## src/design/iprx_pkg.sv

```systemverilog
// iprx_pkg: shared types and constants for the IPv4 receive header checker.
// Holds the transaction structs, the verdict codes and the queue depth default.
// No dependencies.
`timescale 1ns / 1ps

package iprx_pkg;

    // Default depth of the job queue between front and back
    localparam int QUEUE_DEPTH = 2;

    // Verdict codes
    localparam logic [2:0] ST_UDP         = 3'd0;
    localparam logic [2:0] ST_ICMP        = 3'd1;
    localparam logic [2:0] ST_OTHER       = 3'd2;
    localparam logic [2:0] ST_WRONG_ADDR  = 3'd3;
    localparam logic [2:0] ST_BAD_VERSION = 3'd4;
    localparam logic [2:0] ST_TOO_LONG    = 3'd5;
    localparam logic [2:0] ST_FRAGMENT    = 3'd6;
    localparam logic [2:0] ST_BAD_SUM     = 3'd7;

    // Configuration register indexes
    localparam logic CFG_HOST_ADDRESS  = 1'b0;
    localparam logic CFG_FILTER_ENABLE = 1'b1;

    // One input transaction: a header word
    typedef struct packed {
        logic [15:0] header_word;
        logic        first_word;
        logic [15:0] frame_length;
    } t_in_item;

    // One result transaction: the verdict
    typedef struct packed {
        logic [2:0]  status;
        logic [7:0]  protocol;
        logic [15:0] payload_length;
    } t_out_item;

    // Finished header handed from front to back
    typedef struct packed {
        logic [31:0] destination;
        logic        version_ok;
        logic [15:0] hdr_total_len;
        logic [15:0] available_length;
        logic        fragment;
        logic        sum_ok;
        logic [7:0]  protocol;
        logic [5:0]  header_bytes;
    } t_job;

endpackage

```

## src/design/iprx_front.sv

```systemverilog
// iprx_front: accepts header words, keeps the ones' complement sum and captures
// the header fields; pushes one job per finished header. Depends on iprx_pkg.
`timescale 1ns / 1ps

module iprx_front (
    input  logic              i_clk,
    input  logic              i_rst_n,
    input  logic              i_valid,
    output logic              o_ready,
    input  iprx_pkg::t_in_item i_item,
    input  logic              i_queue_full,
    output logic              o_push,
    output iprx_pkg::t_job    o_job
);

    // Word positions within the header
    localparam logic [4:0] IDX_TOTAL_LENGTH = 5'd1;
    localparam logic [4:0] IDX_FRAGMENT     = 5'd3;
    localparam logic [4:0] IDX_PROTOCOL     = 5'd4;
    localparam logic [4:0] IDX_DEST_HIGH    = 5'd8;
    localparam logic [4:0] IDX_DEST_LOW     = 5'd9;
    localparam logic [4:0] DEFAULT_WORDS    = 5'd10;
    localparam logic [7:0] VERSION_LOW      = 8'h45;
    localparam logic [7:0] VERSION_HIGH     = 8'h4f;

    logic [4:0]  r_word_index, n_word_index;
    logic [15:0] r_sum, n_sum;
    logic [4:0]  r_hdr_words, n_hdr_words;
    logic [7:0]  r_version, n_version;
    logic [15:0] r_total, n_total;
    logic        r_frag, n_frag;
    logic [7:0]  r_proto, n_proto;
    logic [31:0] r_dest, n_dest;
    logic [15:0] r_avail, n_avail;

    logic        accept;
    logic [4:0]  index_inc;
    logic [16:0] sum_wide;

    function automatic logic version_in_range(input logic [7:0] v);
        return (v >= VERSION_LOW) && (v <= VERSION_HIGH);
    endfunction

    assign o_ready = !i_queue_full;
    assign accept  = i_valid && o_ready;

    // End-around-carry add of the incoming word
    assign sum_wide  = {1'b0, r_sum} + {1'b0, i_item.header_word};
    assign index_inc = r_word_index + 5'd1;

    // Field capture and header progress
    always_comb begin
        n_word_index = r_word_index;
        n_sum        = r_sum;
        n_hdr_words  = r_hdr_words;
        n_version    = r_version;
        n_total      = r_total;
        n_frag       = r_frag;
        n_proto      = r_proto;
        n_dest       = r_dest;
        n_avail      = r_avail;
        o_push       = 1'b0;
        if (accept) begin
            if (i_item.first_word) begin
                n_avail     = i_item.frame_length;
                n_version   = i_item.header_word[15:8];
                n_hdr_words = version_in_range(i_item.header_word[15:8])
                              ? {i_item.header_word[11:8], 1'b0} : DEFAULT_WORDS;
                n_sum        = i_item.header_word;
                n_total      = '0;
                n_frag       = 1'b0;
                n_proto      = '0;
                n_dest       = '0;
                n_word_index = 5'd1;
            end else if (r_word_index != 5'd0) begin
                n_sum = sum_wide[15:0] + {15'd0, sum_wide[16]};
                case (r_word_index)
                    IDX_TOTAL_LENGTH: n_total = i_item.header_word;
                    IDX_FRAGMENT:     n_frag  = (i_item.header_word[13:0] != 14'd0);
                    IDX_PROTOCOL:     n_proto = i_item.header_word[7:0];
                    IDX_DEST_HIGH:    n_dest  = {i_item.header_word, r_dest[15:0]};
                    IDX_DEST_LOW:     n_dest  = {r_dest[31:16], i_item.header_word};
                    default: ;
                endcase
                if (index_inc >= r_hdr_words) begin
                    n_word_index = 5'd0;
                    o_push       = 1'b1;
                end else begin
                    n_word_index = index_inc;
                end
            end
        end
    end

    // Job built from the updated fields so the last word counts
    always_comb begin
        o_job.destination      = n_dest;
        o_job.version_ok       = version_in_range(n_version);
        o_job.hdr_total_len    = n_total;
        o_job.available_length = n_avail;
        o_job.fragment         = n_frag;
        o_job.sum_ok           = (n_sum == 16'hffff);
        o_job.protocol         = n_proto;
        o_job.header_bytes     = {n_hdr_words, 1'b0};
    end

    always_ff @(posedge i_clk) begin
        if (!i_rst_n) begin
            r_word_index <= '0;
        end else begin
            r_word_index <= n_word_index;
        end
    end

    // Captured fields: always rewritten on a first word before use
    always_ff @(posedge i_clk) begin
        r_sum       <= n_sum;
        r_hdr_words <= n_hdr_words;
        r_version   <= n_version;
        r_total     <= n_total;
        r_frag      <= n_frag;
        r_proto     <= n_proto;
        r_dest      <= n_dest;
        r_avail     <= n_avail;
    end

endmodule

```

## config.mk

```make
export PLATFORM = sky130hd
export DESIGN_NAME = iprx_front
export DESIGN_NICKNAME = d
export VERILOG_FILES = /design/src/design/iprx_pkg.sv /design/src/design/iprx_front.sv
export SDC_FILE = /design/constraint.sdc
export NUM_CORES = 1
export LEC_CHECK = 0
export ABC_AREA = 1
export BUFFER_PORTS_ARGS = -buffer_cell sky130_fd_sc_hd__buf_2
export CORE_MARGIN = 5
export CORE_UTILIZATION = 44
export CTS_BUF_LIST = sky130_fd_sc_hd__clkbuf_8
export DETAILED_ROUTE_END_ITERATION = 10
export GPL_ROUTABILITY_DRIVEN = 0
export PLACE_DENSITY_LB_ADDON = 0.1
export SYNTH_ARGS = -nofsm -noshare
export SYNTH_HDL_FRONTEND = slang
export SYNTH_SLANG_ARGS = --single-unit
```

## constraint.sdc

```tcl
create_clock -name i_clk -period 13.29 [get_ports i_clk]
set_input_delay 3.3225 -clock i_clk [delete_from_list [all_inputs] [get_ports i_clk]]
set_output_delay 3.3225 -clock i_clk [all_outputs]
set_load 0.02 [all_outputs]
```

Word-level counts from Yosys, hierarchy flattened

Cells that the tools add are included.

Bits in latches: 0
Bits in writable memories: 0
Register bits: 107
Bits of input ports: 37
ROM bits: 0
Memories kept: 0
Logic and storage cells: 64

Divide/modulo/power cells: 0
Add/sub/neg operators: 3
Reduce and logical (&&, ||, !) cells: 8
Equality and inequality tests: 6
Mux-type cells: 33
Bitwise operators: 0
Order comparisons: 5
Multipliers: 0
Shift operators: 0

Operators by type and width:

| cell                                                            | number |
|---|---|
| two-way mux 16 bit                                              | 9 |
| two-way mux 32 bit                                              | 3 |
| one-hot mux 32 bit (2 select lines)                             | 1 |
| two-way mux 8 bit                                               | 6 |
| two-way mux 5 bit                                               | 6 |
| adder 16 x 16 -> 17 bit                                         | 1 |
| adder 16 x 1 -> 16 bit                                          | 1 |
| == test 16 bit (second input constant)                          | 1 |
| >= comparator 8 x 7 -> 1 bit (second input constant)            | 2 |
| less-or-equal comparator 8 x 7 -> 1 bit (second input constant) | 2 |
| nonzero test 14 bit                                             | 1 |
| == test 5 x 4 -> 1 bit (second input constant)                  | 2 |
| two-way mux 1 bit                                               | 8 |
| adder 5 x 1 -> 5 bit (second input constant)                    | 1 |
| == test 5 x 1 -> 1 bit (second input constant)                  | 1 |
| == test 5 x 2 -> 1 bit (second input constant)                  | 1 |
| == test 5 x 3 -> 1 bit (second input constant)                  | 1 |
| >= comparator 5 bit                                             | 1 |
| nonzero test 5 bit                                              | 1 |
| logical AND 1 bit                                               | 3 |
| AND reduction 2 bit                                             | 1 |
| nonzero test 2 bit                                              | 1 |
| logical NOT 1 bit                                               | 1 |

Depth between registers and ports, before layout

Depth in word-level cells: 6
Gate-level depth with buffers: 28
Gate-level depth less buffers: 28

Worst setup path after synthesis

OpenSTA, ideal clock, no wires.

Path type: input-to-output
From: in i_item[17] in the netlist's numbering
To: out o_job[14] in the netlist's numbering
Required time: 9.967 ns
Arrival: 6.217 ns
Stages on the path: 26
Path slack: 3.750 ns
Path buffers: 0
Cell sequence: ha_1 > fa_1 > nand2_1 > nand2_1 > nand3_2 > nand2_2 > nand3b_1 > nand2_1 > a21oi_1 > o21bai_1 > ha_1 > ha_1 > inv_1 > nor2_2 > nand3b_1 > nand3_1 > nand3_1 > nor2_1 > nand2_1 > inv_1 > nand2_1 > nor2_1 > nand3_1 > nor2_1 > nand3_1 > nor2_1

RTL lines:

| element     | RTL line         | text |
|---|---|---|
| from (decl) | iprx_front.sv:10 | `input iprx_pkg::t_in_item i_item,` |
| to (decl)   | iprx_front.sv:13 | `output iprx_pkg::t_job o_job` |

==> impl_metrics.csv <==
group,metric,value,unit
logic_synthesis,syn-instance-count,835,
placement,dp_cells,1101,
min_path,min_path_type,"flop to flop",
power,p_sw,0.306,mW
die,start_util,0.451,
timing,setup-violations-final,0,
setup_path,worstSetupPathType,"primary input to primary output",
setup_path,worstPathRequired,9.97,ns
die,design.core.area,12700,um2
timing,slew_violations,0,
timing,fin_ws,3.12,ns
placement,dp_hpwl,12700,um
die,fp-row-count,41,
detailed_routing,ant_nets,0,
cells_and_area,nNetsFinal,1005,
detailed_routing,wl_per_cell,14.7,um
clocking,ctsLongestPathBuffers,2,
detailed_routing,drt_iter0_drc,515,
timing,period_share,0.765,
power,p_clk_frac,0.250,
timing,fmax,0.0983,GHz
clocking,hold_buffers,0,
timing,relSlewSlack,0.285,
global_route,grt_overflow,0,
logic_synthesis,synth-async-reset-ratio,0,
clocking,cts_tree,"built",
logic_synthesis,yosysSeqAreaShare,0.373,
placement,numPortBuffers,118,
timing,period_minus_slack,10.17,ns
flow_run,cap_violations,0,
setup_path,worstSetupStartpointType,"primary input",
power,max-vdd-ir-drop,0.0918,mV
logic_synthesis,synth.cell_area,5740,um2
power,p_leak,3.51,nW
global_route,track_usage,0.208,
power,p_int,0.519,mW
global_route,grt_antenna_before_repair,0,
die,die_w,124,um
timing,clock_skew,0.00837,ns
logic_synthesis,synth_nets,900,
cells_and_area,multiInputGateArea,3070,um2
timing,final.setup.tns,0,ns
power,combPwrFrac,0.318,
logic_synthesis,post_synth.cell_area_avg,6.88,um2
cells_and_area,drive_gt1_frac,0.192,
cells_and_area,post-route-util,0.523,
timing,worst_slew_pin_slew,1.06,ns
cells_and_area,seq_area,2140,um2
cells_and_area,diodes,0,
detailed_routing,drt-total-wl,16400,um
die,dieArea,15400,um2
clocking,clock_latency,0.38,ns
detailed_routing,drt-vias-per-instance,4.98,
status,status,"completed",
power,p_per_area,124,nW/um2
clocking,post_cts_buffers,0,
setup_path,arrival,6.85,ns
timing,whs,0.449,ns
detailed_routing,detail_route.first_pass.iterations,5,
die,ios,120,
detailed_routing,route.detailed.drc,0,
placement,pre_cts_ws,3.17,ns
setup_path,cp_max_fo,6,
setup_path,end_kind,"primary output",
cells_and_area,syn_to_final_growth,15.8,%
logic_synthesis,ys_types,46,
global_route,grt_first_pass_wirelength,26800,um
cells_and_area,n_fill_cell,1385,
clocking,numCtsBuffers,9,
clocking,clock-sinks,107,
clocking,clock-root-buffer,"clkbuf_8",
clocking,clk_pin_slew_worst_paths,0.11,ns
power,power_frac_seq,0.432,
clocking,htreeDepth,3,
die,fp.dieH,124,um
logic_synthesis,ys.warnings.count,0,
logic_synthesis,synth_flop_cell,"dfxtp_1",
detailed_routing,vias,5558,
clocking,post_cts_resized,0,
global_route,grt_pass1_vias,5172,
timing,grt_setup_unrepaired,"false",
global_route,grt_max_degree,86,
power,p_sw_frac,0.371,
logic_synthesis,synth-edff-count,0,
cells_and_area,instances_no_fill,1117,
timing,hold_viol,0,
logic_synthesis,synth_seq_cells,107,
## metal layers
metal	vias up	part of all wire	global-route usage
met4	0	0.0085	0.0355
met1	2488	0.49	0.291
li1	2919	-	-
met2	138	0.44	0.326
met5	-	0	0
met3	13	0.061	0.0575
## placed cells by master, fill, tap and decap left out, types with 6 or more instances in the layout
cell,netlist,layout
nand2_2,10,10
o21ai_0,60,60
nor2_2,10,10
ha_1,27,27
dfxtp_1,107,107
o22ai_1,6,6
inv_1,104,105
nand3_1,90,90
nand2_1,234,234
a21oi_1,42,42
nor2_1,45,45
clkbuf_8,0,9
buf_2,0,118
## per-stage QoR
step | cell area, um2 | power [mW]
floorplan | 5740 | 0.557
global placement | 6450 | 0.625
detailed placement | 6450 | 0.624
CTS | 6650 | 0.830
global route | 6650 | 0.884
finish | 6650 | 0.825
## sequential cells by signal, summed over array words and instances, names as in the netlist
name and flops:
r_avail 16, r_dest 32, r_frag 1, r_hdr_words 5, r_proto 8, r_sum 16, r_total 16, r_version 8
r_word_index 5
## final timing paths
path | start | endpoint | slack (ns) | cells past startpoint
setup / recovery | i_item[17] | o_job[14] | 3.12 | 26
hold / removal | r_avail[10]$_DFF_P_ | r_avail[10]$_DFF_P_ | 0.45 | 2
setup reg to reg | r_sum[0]$_DFF_P_ | r_sum[10]$_DFF_P_ | 9.79 | 23
hold reg to reg | r_avail[10]$_DFF_P_ | r_avail[10]$_DFF_P_ | 0.45 | 2
## cell usage after synthesis, drive strengths merged (2+ instances only)
| library cell | count | area (um2) |
|---|---|---|
| o221ai | 4 | 35.0 |
| inv | 110 | 415 |
| nor4 | 3 | 18.8 |
| xor2 | 4 | 35.0 |
| nand3 | 95 | 500 |
| o21ai | 63 | 315 |
| nand3b | 5 | 37.5 |
| nor3 | 4 | 20.0 |
| or2 | 3 | 21.3 |
| o21bai | 3 | 22.5 |
| nor2 | 58 | 274 |
| buf | 8 | 56.3 |
| o22ai | 6 | 37.5 |
| nand2 | 247 | 975 |
| a211oi | 2 | 15.0 |
| dfxtp | 107 | 2140 |
| o211ai | 5 | 37.5 |
| nand4 | 5 | 31.3 |
| clkbuf | 17 | 63.8 |
| a21oi | 47 | 254 |
| ha | 27 | 338 |
## critical path: stages
cell and delay, ns:
buf_2 0.12, ha_1 0.25, fa_1 0.24, nand2_1 0.08, nand2_1 0.14, nand3_2 0.11
nand2_2 0.11, nand3b_1 0.10, nand2_1 0.10, a21oi_1 0.07, o21bai_1 0.27, ha_1 0.23
ha_1 0.14, inv_1 0.05, nor2_2 0.15, nand3_1 0.14, nor2_2 0.11, nand3_1 0.14
nor2_4 0.17, nand3_1 0.09, nand2_1 0.07, nand3_2 0.06, a21oi_2 0.16, nand3_1 0.09
nor2_1 0.15, buf_2 0.19
## layout make-up
type	count	share of cell area
Clock inverter	7	0.0117
Clock buffer	9	0.0186
Inverter	111	0.0631
Timing Repair Buffer	119	0.0900
Tap cell	172	0.0324
Sequential cell	107	0.322
Multi-Input combinational cell	592	0.462
## kinds of logic (layout without fill, tap and decap cells)
logic type      count (synthesis)  count (layout)  share of synthesized area
other cells                     1               1                   0.000653
xor+xnor                        4               4                    0.00610
buf+inv                       136             246                     0.0939
compound gates                137             137                      0.134
fa+ha+maj                      28              28                     0.0623
flops                         107             107                      0.373
simple gates                  422             422                      0.329
## power groups by stage
stage | combinational [mW] | sequential, mW | clock (mW)
2_1_floorplan | 0.197 | 0.360 | 0
3_3_place_gp | 0.261 | 0.364 | 0
3_5_place_dp | 0.260 | 0.364 | 0
4_1_cts | 0.262 | 0.357 | 0.212
5_1_grt | 0.298 | 0.359 | 0.227
6_report | 0.262 | 0.356 | 0.207
Note: power is estimated with default switching activity, not from simulation.
